`config.mk`:
```
export PLATFORM = sky130hd
export DESIGN_NAME = force_moving_average_debias_flat
export DESIGN_NICKNAME = d
export VERILOG_FILES = /design/src/hdl/fmad_pkg.sv /design/src/hdl/fmad_in_if.sv /design/src/hdl/fmad_out_if.sv /design/src/hdl/force_moving_average_debias.sv /design/src/hdl/fmad_tap_cell.sv /design/src/hdl/fmad_div_cell.sv /design/src/hdl/fmad_cdiv.sv /design/src/flat_wrapper.sv
export SDC_FILE = /design/constraint.sdc
export NUM_CORES = 2
export LEC_CHECK = 0
export BUFFER_PORTS_ARGS = -buffer_cell sky130_fd_sc_hd__buf_4
export CAP_MARGIN = 15
export CORE_ASPECT_RATIO = 0.7
export CORE_UTILIZATION = 60
export CTS_CLUSTER_DIAMETER = 80
export DETAILED_ROUTE_END_ITERATION = 6
export PLACE_DENSITY = 0.75
export SETUP_SLACK_MARGIN = 0.05
export SYNTH_ARGS = -nofsm -noshare
export SYNTH_HDL_FRONTEND = slang
export SYNTH_SLANG_ARGS = --single-unit
```
`constraint.sdc`:
```
create_clock -name clk -period 7.7 [get_ports clk]
set_input_delay 1.155 -clock clk [delete_from_list [all_inputs] [get_ports clk]]
set_output_delay 1.155 -clock clk [all_outputs]
set_load 0.01 [all_outputs]
```
`src/hdl/fmad_pkg.sv`:
```
// ----------------------------------------------------------------------------
// fmad_pkg
// Shared types and constants for the three-axis force smoother.
// ----------------------------------------------------------------------------
package fmad_pkg;

    localparam int AXES = 3;

    // Control word that travels down the pipeline next to each request.
    typedef struct packed {
        logic valid;
        logic cal;
    } ctl_t;

endpackage

```
`src/hdl/fmad_in_if.sv`:
```
// ----------------------------------------------------------------------------
// fmad_in_if
// Sample channel: one three-axis force request per valid/ready handshake.
// ----------------------------------------------------------------------------
interface fmad_in_if #(
    parameter int SAMPLE_WIDTH = 16
) ();
    logic                           valid;
    logic                           ready;
    logic signed [SAMPLE_WIDTH-1:0] force_x;
    logic signed [SAMPLE_WIDTH-1:0] force_y;
    logic signed [SAMPLE_WIDTH-1:0] force_z;

    modport source (output valid, output force_x, output force_y, output force_z,
                    input ready);
    modport sink   (input valid, input force_x, input force_y, input force_z,
                    output ready);
endinterface

```
`src/hdl/fmad_out_if.sv`:
```
// ----------------------------------------------------------------------------
// fmad_out_if
// Result channel: filtered three-axis force and the calibration flag.
// ----------------------------------------------------------------------------
interface fmad_out_if #(
    parameter int SAMPLE_WIDTH = 16
) ();
    logic                         valid;
    logic                         ready;
    logic signed [SAMPLE_WIDTH:0] out_x;
    logic signed [SAMPLE_WIDTH:0] out_y;
    logic signed [SAMPLE_WIDTH:0] out_z;
    logic                         calibrated;

    modport source (output valid, output out_x, output out_y, output out_z,
                    output calibrated, input ready);
    modport sink   (input valid, input out_x, input out_y, input out_z,
                    input calibrated, output ready);
endinterface

```
`src/hdl/force_moving_average_debias.sv`:
```
// ----------------------------------------------------------------------------
// force_moving_average_debias
// Three-axis moving average with start-up bias removal.
// ----------------------------------------------------------------------------
// Each request on the samples channel carries one signed sample per axis and
// yields exactly one request on the results channel, in order. A result is the
// moving average over the last WINDOW_LEN samples of each axis; the first
// BIAS_LEN averages are summed into a bias and passed out as they are, and
// every later average has the bias mean taken off, with calibrated set.
// One request is taken in every cycle unless the receiver stalls. A request
// passes the running sums, the window divider's quotient register, a delay
// cell and the result register, which takes the bias mean off. The average
// waits one stage before the subtractor so that the registered bias mean
// has settled before the first calibrated average reaches it.
// Reset clears the sample shift line, the running and bias sums and the
// warm-up count, so the window starts out full of zeros.
// When the receiver stalls, the whole pipeline holds and samples.ready falls;
// it rises again in the cycle in which the waiting result is taken.
// ----------------------------------------------------------------------------
module force_moving_average_debias
    import fmad_pkg::*;
#(
    parameter int WINDOW_LEN   = 16,
    parameter int BIAS_LEN     = 32,
    parameter int SAMPLE_WIDTH = 16
) (
    input  logic         clk,
    input  logic         rst_n,
    fmad_in_if.sink      samples,
    fmad_out_if.source   results
);

    localparam int S        = SAMPLE_WIDTH;
    localparam int VEC_W    = AXES * S;
    localparam int SUM_W    = S + $clog2(WINDOW_LEN);
    localparam int BSUM_W   = S + $clog2(BIAS_LEN);
    localparam int AVG_LAT  = 1;
    localparam int DLY_LEN  = 1;
    localparam int CTL_LEN  = 1 + AVG_LAT + DLY_LEN;
    localparam int CNT_W    = $clog2(BIAS_LEN + 1);

    logic                     adv;
    logic                     accept;
    logic                     cal_now;
    logic [VEC_W-1:0]         in_vec;
    logic [VEC_W-1:0]         ring_q [0:WINDOW_LEN-1];
    logic [VEC_W-1:0]         dly_q  [0:DLY_LEN-1];
    logic [VEC_W-1:0]         avg_vec;
    logic signed [SUM_W-1:0]  sum_reg  [AXES];
    logic signed [SUM_W-1:0]  sum_next [AXES];
    logic signed [SUM_W-1:0]  quot     [AXES];
    logic signed [BSUM_W-1:0] bias_reg [AXES];
    logic signed [BSUM_W-1:0] bquot    [AXES];
    logic signed [S-1:0]      mean     [AXES];
    logic signed [S-1:0]      dly_avg  [AXES];
    logic signed [S:0]        res_next [AXES];
    logic signed [S:0]        res_reg  [AXES];
    logic [CNT_W-1:0]         cnt_reg;
    ctl_t                     ctl_reg [0:CTL_LEN-1];
    ctl_t                     ctl_tail;
    ctl_t                     ctl_avg;
    logic                     out_valid_reg;
    logic                     cal_reg;

    assign adv           = !out_valid_reg || results.ready;
    assign samples.ready = adv;
    assign accept        = samples.valid && adv;
    assign cal_now       = (cnt_reg == CNT_W'(BIAS_LEN));
    assign in_vec        = {samples.force_z, samples.force_y, samples.force_x};
    assign ctl_avg       = ctl_reg[AVG_LAT];
    assign ctl_tail      = ctl_reg[CTL_LEN-1];

    // The shift line of samples plays the part of the ring buffer: the last
    // cell holds the sample that leaves the window.
    for (genvar i = 0; i < WINDOW_LEN; i++)
    begin : g_ring
        fmad_tap_cell #(.WIDTH(VEC_W)) u_tap (
            .clk   (clk),
            .rst_n (rst_n),
            .en    (accept),
            .d     ((i == 0) ? in_vec : ring_q[(i == 0) ? 0 : i - 1]),
            .q     (ring_q[i])
        );
    end

    always_comb
    begin
        for (int a = 0; a < AXES; a++)
        begin
            sum_next[a] = sum_reg[a]
                        + SUM_W'($signed(in_vec[a*S +: S]))
                        - SUM_W'($signed(ring_q[WINDOW_LEN-1][a*S +: S]));
        end
    end

    always_ff @(posedge clk or negedge rst_n)
    begin
        if (!rst_n)
        begin
            for (int a = 0; a < AXES; a++)
            begin
                sum_reg[a] <= '0;
            end
            cnt_reg <= '0;
        end
        else if (accept)
        begin
            for (int a = 0; a < AXES; a++)
            begin
                sum_reg[a] <= sum_next[a];
            end
            if (!cal_now)
            begin
                cnt_reg <= cnt_reg + 1'b1;
            end
        end
    end

    always_ff @(posedge clk or negedge rst_n)
    begin
        if (!rst_n)
        begin
            for (int k = 0; k < CTL_LEN; k++)
            begin
                ctl_reg[k] <= '0;
            end
        end
        else if (adv)
        begin
            ctl_reg[0] <= '{valid: samples.valid, cal: cal_now};
            for (int k = 1; k < CTL_LEN; k++)
            begin
                ctl_reg[k] <= ctl_reg[k-1];
            end
        end
    end

    for (genvar a = 0; a < AXES; a++)
    begin : g_axis
        fmad_cdiv #(.IN_W(SUM_W), .DIVISOR(WINDOW_LEN)) u_avg_div (
            .clk  (clk),
            .en   (adv),
            .din  (sum_reg[a]),
            .dout (quot[a])
        );

        // The bias sum stops changing once warm-up is over, so its divider
        // runs freely and settles before the first calibrated average reaches the subtractor.
        fmad_cdiv #(.IN_W(BSUM_W), .DIVISOR(BIAS_LEN)) u_bias_div (
            .clk  (clk),
            .en   (1'b1),
            .din  (bias_reg[a]),
            .dout (bquot[a])
        );

        assign avg_vec[a*S +: S] = quot[a][S-1:0];
        assign mean[a]           = bquot[a][S-1:0];
        assign dly_avg[a]        = $signed(dly_q[DLY_LEN-1][a*S +: S]);
    end

    always_ff @(posedge clk or negedge rst_n)
    begin
        if (!rst_n)
        begin
            for (int a = 0; a < AXES; a++)
            begin
                bias_reg[a] <= '0;
            end
        end
        else if (adv && ctl_avg.valid && !ctl_avg.cal)
        begin
            for (int a = 0; a < AXES; a++)
            begin
                bias_reg[a] <= bias_reg[a] + BSUM_W'($signed(avg_vec[a*S +: S]));
            end
        end
    end

    for (genvar j = 0; j < DLY_LEN; j++)
    begin : g_dly
        fmad_tap_cell #(.WIDTH(VEC_W)) u_tap (
            .clk   (clk),
            .rst_n (rst_n),
            .en    (adv),
            .d     ((j == 0) ? avg_vec : dly_q[(j == 0) ? 0 : j - 1]),
            .q     (dly_q[j])
        );
    end

    always_comb
    begin
        for (int a = 0; a < AXES; a++)
        begin
            if (ctl_tail.cal)
            begin
                res_next[a] = (S + 1)'(dly_avg[a]) - (S + 1)'(mean[a]);
            end
            else
            begin
                res_next[a] = (S + 1)'(dly_avg[a]);
            end
        end
    end

    always_ff @(posedge clk or negedge rst_n)
    begin
        if (!rst_n)
        begin
            out_valid_reg <= 1'b0;
        end
        else if (adv)
        begin
            out_valid_reg <= ctl_tail.valid;
        end
    end

    always_ff @(posedge clk)
    begin
        if (adv && ctl_tail.valid)
        begin
            for (int a = 0; a < AXES; a++)
            begin
                res_reg[a] <= res_next[a];
            end
            cal_reg <= ctl_tail.cal;
        end
    end

    assign results.valid      = out_valid_reg;
    assign results.out_x      = res_reg[0];
    assign results.out_y      = res_reg[1];
    assign results.out_z      = res_reg[2];
    assign results.calibrated = cal_reg;

endmodule

```
`src/hdl/fmad_tap_cell.sv`:
```
// ----------------------------------------------------------------------------
// fmad_tap_cell
// One cell of a shift line: holds a word and takes its neighbour's word.
// ----------------------------------------------------------------------------
module fmad_tap_cell #(
    parameter int WIDTH = 48
) (
    input  logic             clk,
    input  logic             rst_n,
    input  logic             en,
    input  logic [WIDTH-1:0] d,
    output logic [WIDTH-1:0] q
);

    logic [WIDTH-1:0] data_reg;

    always_ff @(posedge clk or negedge rst_n)
    begin
        if (!rst_n)
        begin
            data_reg <= '0;
        end
        else if (en)
        begin
            data_reg <= d;
        end
    end

    assign q = data_reg;

endmodule

```
`src/hdl/fmad_div_cell.sv`:
```
// ----------------------------------------------------------------------------
// fmad_div_cell
// Unsigned division of a magnitude by a constant divisor.
// ----------------------------------------------------------------------------
module fmad_div_cell #(
    parameter int WORD_W  = 20,
    parameter int DIVISOR = 16
) (
    input  logic [WORD_W-1:0] mag,
    output logic [WORD_W-1:0] quot
);

    localparam int SHIFT = $clog2(DIVISOR);

    // A power of two is a plain shift. Any other divisor uses a rounded-up
    // reciprocal with SHIFT guard bits, which is exact for every word value.
    if ((DIVISOR & (DIVISOR - 1)) == 0)
    begin : g_shift
        assign quot = mag >> SHIFT;
    end
    else
    begin : g_recip
        localparam int               K     = WORD_W + SHIFT;
        localparam int               MUL_W = WORD_W + 1;
        localparam longint           ONE_K = longint'(1) <<< K;
        localparam logic [MUL_W-1:0] RECIP =
            MUL_W'((ONE_K + longint'(DIVISOR) - 1) / longint'(DIVISOR));

        logic [WORD_W+MUL_W-1:0] prod;

        assign prod = {{MUL_W{1'b0}}, mag} * {{WORD_W{1'b0}}, RECIP};
        assign quot = WORD_W'(prod >> K);
    end

endmodule

```
`src/hdl/fmad_cdiv.sv`:
```
// ----------------------------------------------------------------------------
// fmad_cdiv
// Signed division by a constant, truncating toward zero.
// The quotient is registered, updating only while en is high.
// ----------------------------------------------------------------------------
module fmad_cdiv #(
    parameter int IN_W    = 20,
    parameter int DIVISOR = 16
) (
    input  logic                   clk,
    input  logic                   en,
    input  logic signed [IN_W-1:0] din,
    output logic signed [IN_W-1:0] dout
);

    logic                   neg;
    logic [IN_W-1:0]        mag;
    logic [IN_W-1:0]        mag_quot;
    logic signed [IN_W-1:0] quot_next;
    logic signed [IN_W-1:0] quot_reg;

    // The magnitude of the most negative value still fits as an unsigned word.
    assign neg = din[IN_W-1];
    assign mag = neg ? IN_W'(-din) : IN_W'(din);

    fmad_div_cell #(
        .WORD_W  (IN_W),
        .DIVISOR (DIVISOR)
    ) u_cell (
        .mag  (mag),
        .quot (mag_quot)
    );

    assign quot_next = neg ? $signed(IN_W'(-mag_quot)) : $signed(mag_quot);

    always_ff @(posedge clk)
    begin
        if (en)
        begin
            quot_reg <= quot_next;
        end
    end

    assign dout = quot_reg;

endmodule

```
`src/flat_wrapper.sv`:
```
// flat-port wrapper written by rule: the top's interface ports become plain ports
module force_moving_average_debias_flat import fmad_pkg::*;
#(
    parameter int WINDOW_LEN   = 16,
    parameter int BIAS_LEN     = 32,
    parameter int SAMPLE_WIDTH = 16
)
  (clk, rst_n, samples_valid, samples_force_x, samples_force_y, samples_force_z, samples_ready, results_valid, results_out_x, results_out_y, results_out_z, results_calibrated, results_ready);
  fmad_in_if #(.SAMPLE_WIDTH(SAMPLE_WIDTH)) samples_i ();
  fmad_out_if #(.SAMPLE_WIDTH(SAMPLE_WIDTH)) results_i ();
  input  logic clk;
  input  logic rst_n;
  input wire logic [$bits(samples_i.valid)-1:0] samples_valid;
  input wire logic [$bits(samples_i.force_x)-1:0] samples_force_x;
  input wire logic [$bits(samples_i.force_y)-1:0] samples_force_y;
  input wire logic [$bits(samples_i.force_z)-1:0] samples_force_z;
  output wire logic [$bits(samples_i.ready)-1:0] samples_ready;
  output wire logic [$bits(results_i.valid)-1:0] results_valid;
  output wire logic [$bits(results_i.out_x)-1:0] results_out_x;
  output wire logic [$bits(results_i.out_y)-1:0] results_out_y;
  output wire logic [$bits(results_i.out_z)-1:0] results_out_z;
  output wire logic [$bits(results_i.calibrated)-1:0] results_calibrated;
  input wire logic [$bits(results_i.ready)-1:0] results_ready;
  assign samples_i.valid = samples_valid;
  assign samples_i.force_x = samples_force_x;
  assign samples_i.force_y = samples_force_y;
  assign samples_i.force_z = samples_force_z;
  assign samples_ready = samples_i.ready;
  assign results_valid = results_i.valid;
  assign results_out_x = results_i.out_x;
  assign results_out_y = results_i.out_y;
  assign results_out_z = results_i.out_z;
  assign results_calibrated = results_i.calibrated;
  assign results_i.ready = results_ready;
  force_moving_average_debias #(.WINDOW_LEN(WINDOW_LEN), .BIAS_LEN(BIAS_LEN), .SAMPLE_WIDTH(SAMPLE_WIDTH)) u_core (.clk(clk), .rst_n(rst_n), .samples(samples_i), .results(results_i));
endmodule
```
# == Word-level counts from Yosys, hierarchy flattened ==
# Memory sizes are Yosys's and may differ from the RTL's.
# Cells that the tools add are included.
# W data, S select, Z words.
# totals
ff_bits,1049
ramBits,51
wordCells,91
memories,1
# op_classes
n_addsub,25
n_eq_ne,1
mux,17
n_bitwise,1
n_reduce_logical,8
# memory_table
memory,depth,word_bits,rd,rd_clocked_by_memory_dff,write_ports,line_no,rtl
u_core.res_reg,3,17,3,0,3,force_moving_average_debias.sv:57,logic signed [S:0] res_reg [AXES];
# ops
op,count
$mux W16,6
$neg A16 Y16,6
$add A21 B16 Y21,3
$mux W21,3
$neg A21 Y21,3
$add A20 B16 Y20,3
$mux W20,3
$neg A20 Y20,3
$sub A20 B16 Y20,3
$mux W17,3
$sub A16 B16 Y17,3
$add A6 B1 Y6 const B,1
$eq A6 B6 Y1 const B,1
$logic_and A1 B1 Y1,4
$logic_not A1 Y1,2
$mux W1,2
$reduce_and A2 Y1,1
$logic_or A1 B1 Y1,1
$not A1 Y1,1

# == Longest topological paths before layout ==
# logic_depth
depth_word,5
ltp_mapped,14
ltp_nobuf,14

# == By module ==
# From an unflattened synthesis, not the netlist that was laid out.
# unflattened
cells_unflattened,4652
area_unflattened_um2,58338.5
# modules_own_cells
module,instances,cells_per_inst,area_each_um2,seq_area_each_um2
fmad_tap_cell,17,101,1860.5,1201.2
force_moving_average_debias,1,1999,17175.2,4964.8
fmad_cdiv at u_core.g_axis[0].u_bias_div ...,3,142,1461.4,630.6
fmad_cdiv at u_core.g_axis[0].u_avg_div ...,3,127,1401.3,600.6
fmad_div_cell at u_core.g_axis[0].u_bias_div.u_cell ...,3,22,161.4,0.0
fmad_div_cell at u_core.g_axis[0].u_avg_div.u_cell ...,3,21,153.9,0.0

# == Worst setup path before layout ==
# Ideal clock, no wire load.
# synth_path
path_type,input -> output
startpoint,in results_ready
endpoint,out samples_ready
arrival_time_ns,3.380
required_time_ns,6.545
path_slack_ns,3.165
path_stages,4
cell_sequence,nand2b_1 clkbuf_1 clkbuf_1 clkbuf_1
# synth_via
elab_chain_len,1
# synth_rtl
item,line_no,rtl
from (decl),flat_wrapper.sv:23,input wire logic [$bits(results_i.ready)-1:0] results_ready;
$logic_or A1 B1 Y1,force_moving_average_debias.sv:65,assign adv = !out_valid_reg || results.ready;
to (decl),flat_wrapper.sv:17,output wire logic [$bits(samples_i.ready)-1:0] samples_ready;
# Every way passes these cells.

# == Worst setup path after layout ==
# layout_path
startpoint,in samples_force_y[1]
endpoint,reg u_core.sum_reg[38] in the netlist's numbering
# layout_via
elab_chain_len,2
# layout_rtl
item,line_no,rtl
from (decl),flat_wrapper.sv:15,input wire logic [$bits(samples_i.force_y)-1:0] samples_force_y;
$add A20 B16 Y20,force_moving_average_debias.sv:91,+ SUM_W'($signed(in_vec[a*S +: S]))
$sub A20 B16 Y20,force_moving_average_debias.sv:92,- SUM_W'($signed(ring_q[WINDOW_LEN-1][a*S +: S]));
"to (signal, indexed assignment)",force_moving_average_debias.sv:110,sum_reg[a] <= sum_next[a];
to (decl),force_moving_average_debias.sv:49,logic signed [SUM_W-1:0] sum_reg [AXES];
# Every way passes these cells.
# A chain may end at the register's enable or synchronous reset.

==> flow_metrics.py <==
metrics = {
    "status": {
        "outcome": "complete, but fails checks",
        "violations": "design-rule violations",
    },
    "yosys": {
        "synth_cells": 5869,
        "yosysWarnings": 0,
        "syn_avg_cell_area_um2": 8.96,
        "synth-seq-area-share": 0.528,
        "synth_area_mm2": 0.0526,
        "synth_edf_count": 100,
        "yosys.area.top_type": "dfrtp_1",
        "synth_cell_types": 79,
        "netlist.area_leader.share": 0.453,
        "ys_ff_latch": 1100,
        "synth-main-ff-cell": "dfrtp_1",
        "async_flop_share": 0.865,
        "syn_nets": 6163,
        "synthTopCellsByArea": "dfrtp_1 (45%), nand2_1 (18%), edfxtp_1 (5.7%), ha_1 (4.3%), xnor2_1 (2.6%)",
    },
    "pwr": {
        "ir_drop_mv": 0.241,
        "pwr_density_cell_mw_per_mm2": 481,
        "p_leak_nw": 29.7,
    },
    "sta": {
        "slew_headroom": 0.223,
        "setup_viol": 0,
        "worst_pin_slew_ns": 1.15,
        "hold_ws_ns": 0.462,
        "fin_crit_sh": 0.523,
        "final_max_slew_viol_count": 0,
        "rsz0062_at_grt": "false",
        "finalSetupTns_ns": 0,
        "worst_clock_skew_ns": 0.0261,
        "fmax_mhz": 248,
        "hold_viol_final": 0,
        "min_period_ns": 4.03,
    },
    "cts": {
        "clock_path_buffers": 3,
        "postCtsHoldBufs": 0,
        "cts.sinks": 1100,
        "cts_buffers": 104,
        "tritoncts": "yes",
        "path_clk_slew_ns": 0.06,
        "postCtsSetupRepairBufs": 0,
        "cts_root_buf": "clkbuf_16",
        "postCtsResizedCells": 0,
        "clock_latency_ns": 0.69,
        "htree_num_levels": 3,
    },
    "die": {
        "ioPinCount": 106,
        "die_area_mm2": 0.0889,
        "die_h_um": 250,
        "row_count": 90,
        "core_area_mm2": 0.0865,
        "die_w_um": 356,
        "start_util": 0.608,
    },
    "cells_and_area": {
        "drive_gt1_frac": 0.0710,
        "multi_input_area_mm2": 0.0226,
        "ff_latch_area_mm2": 0.0278,
        "syn2layout_area_growth_pct": 10.0,
        "largest_reg_flops": 768,
        "n_fill_cell": 6835,
        "num-nets-final": 6146,
    },
    "route": {
        "dr.pass1.iters": 7,
        "vias": 38500,
        "first_iter_violations": 3485,
        "drc": 16,
        "antenna_left": 0,
        "routed_wirelength_um": 110000,
        "wl_per_cell_um": 15.5,
        "vias_per_cell": 5.43,
    },
    "setup_path": {
        "cp_max_fo": 4,
        "r2r_start": "u_core.sum_reg[21]",
        "path_class": "primary input to flop",
        "critPathLaunch": "samples_force_y[1]",
        "critPathArrivalTime_ns": 4.61,
        "startpoint_type": "primary input",
        "cp.required_ns": 8.28,
        "end_kind": "flop",
    },
    "placed_design": {
        "gp_congestion": 0.931,
        "port_buffers": 105,
        "dp_hpwl_um": 73900,
    },
    "global_route": {
        "overflow": 0,
        "grt_max_degree": 239,
        "grtUsageTotal": 0.254,
        "antenna_found_initial": 5,
        "grt_pass1_wl_um": 186000,
        "grt_pass1_vias": 36100,
    },
    "worst_hold_path": {
        "min_path_type": "flop to flop",
        "hold_start": "u_core.g_ring[8].u_tap.q[8]",
    },
    "run": {
        "timing.max_cap.violations": 0,
    },
}
cell usage after synthesis, drive strengths merged (18+ instances only):
| master | n |
|---|---|
| a211oi | 30 |
| a21o | 43 |
| a21oi | 102 |
| a31oi | 24 |
| and3 | 43 |
| buf | 26 |
| clkbuf | 231 |
| dfrtp | 952 |
| dfxtp | 48 |
| edfxtp | 100 |
| fa | 63 |
| ha | 179 |
| inv | 334 |
| mux2 | 67 |
| mux2i | 18 |
| nand2 | 2487 |
| nand3 | 71 |
| nand4 | 19 |
| nor2 | 112 |
| nor2b | 21 |
| nor3 | 61 |
| nor3b | 23 |
| nor4 | 21 |
| o21ai | 255 |
| o31ai | 47 |
| or2 | 22 |
| or3 | 30 |
| or4 | 18 |
| xnor2 | 156 |
| xor2 | 55 |
layer usage:
layer / track usage / vias to the layer above / routed length (µm)
met5: 0 / - / 13
met4: 0.0704 / 2 / 2810
met3: 0.0382 / 176 / 6030
met2: 0.353 / 875 / 46100
met1: 0.411 / 18500 / 55100
li1: - / 19000 / -
layout make-up:
class | instances | share of cell area
flip-flops and latches | 1100 | 0.480
clock inverters | 51 | 0.0104
diodes | 3 | 0.000130
repair buffers | 134 | 0.0205
well taps | 1150 | 0.0249
inverters | 335 | 0.0217
clock buffers | 143 | 0.0516
multi-input cells | 4177 | 0.390
power by group:
group	total [mW]	switching (mW)	leakage, nW	internal [mW]
sequential	10.8	2.10	13.8	8.67
clock	5.30	2.27	1.76	3.03
combinational	11.8	6.88	14.1	4.91
worst max-delay path, cell delays in order:
cell	delay, ns
buf_4	0.08
inv_1	0.08
fa_1	0.56
inv_1	0.07
fa_1	0.45
a21o_1	0.19
a21oi_1	0.28
o21bai_1	0.15
a2111oi_0	0.69
nor2_1	0.20
a311oi_1	0.36
nor3_1	0.09
o31ai_1	0.24
layout by cell type, fill, tap and decap left out, types with 24 or more instances in the layout:
master	Yosys	final
a211oi_1	29	29
a21o_1	43	43
a21oi_1	102	102
a31oi_1	24	24
and3_1	43	43
buf_4	1	119
clkbuf_16	0	107
clkinv_2	0	26
dfrtp_1	952	951
dfxtp_1	48	48
edfxtp_1	100	100
fa_1	63	63
ha_1	179	179
inv_1	334	334
mux2_2	67	67
nand2_1	2487	2486
nand3_1	71	71
nor2_1	112	112
nor3_1	59	59
o21ai_0	250	250
o31ai_1	47	47
or3_1	29	29
xnor2_1	156	156
xor2_1	55	55
worst paths after layout:
kind	to	slack, ns	depth (start not counted)
max in group asynchronous	u_core.g_ring[8].u_tap.q[22]	5.52	3
setup reg to reg	u_core.sum_reg[38]	3.85	12
min in group asynchronous	u_core.g_ring[6].u_tap.q[2]	0.53	1
hold reg to reg	u_core.g_ring[9].u_tap.q[8]	0.46	2
setup / recovery	u_core.sum_reg[38]	3.67	13
hold / removal	u_core.g_ring[9].u_tap.q[8]	0.46	2
kinds of logic (layout without fill, tap and decap cells):
logic type      after synthesis  after routing  synth area share
buf+inv                     592            663            0.0424
flops                      1100           1100             0.528
fa+ha+maj                   242            242            0.0666
xor+xnor                    211            211            0.0351
mux                          85             85            0.0178
simple gates               2987           2987             0.231
other cells                   0              3                 0
compound gates              652            652            0.0782
through the flow:
| stage | utilization | cells | power (mW) | cell area [µm²] | setup slack [ns] |
|---|---|---|---|---|---|
| 2_1_floorplan | - | 5869 | 19.3 | 52600 | 3.17 |
| 3_5_place_dp | 0.627 | 6895 | 22.4 | 54200 | 3.06 |
| 3_3_place_gp | 0.627 | 6895 | 22.0 | 54200 | 3.23 |
| 5_1_grt | 0.669 | 7093 | 30.2 | 57900 | 3.40 |
| 6_report | 0.669 | 7093 | 27.9 | 57900 | 3.67 |
| 4_1_cts | 0.669 | 7089 | 27.9 | 57800 | 3.78 |
Power figures use the tool's default switching activity.
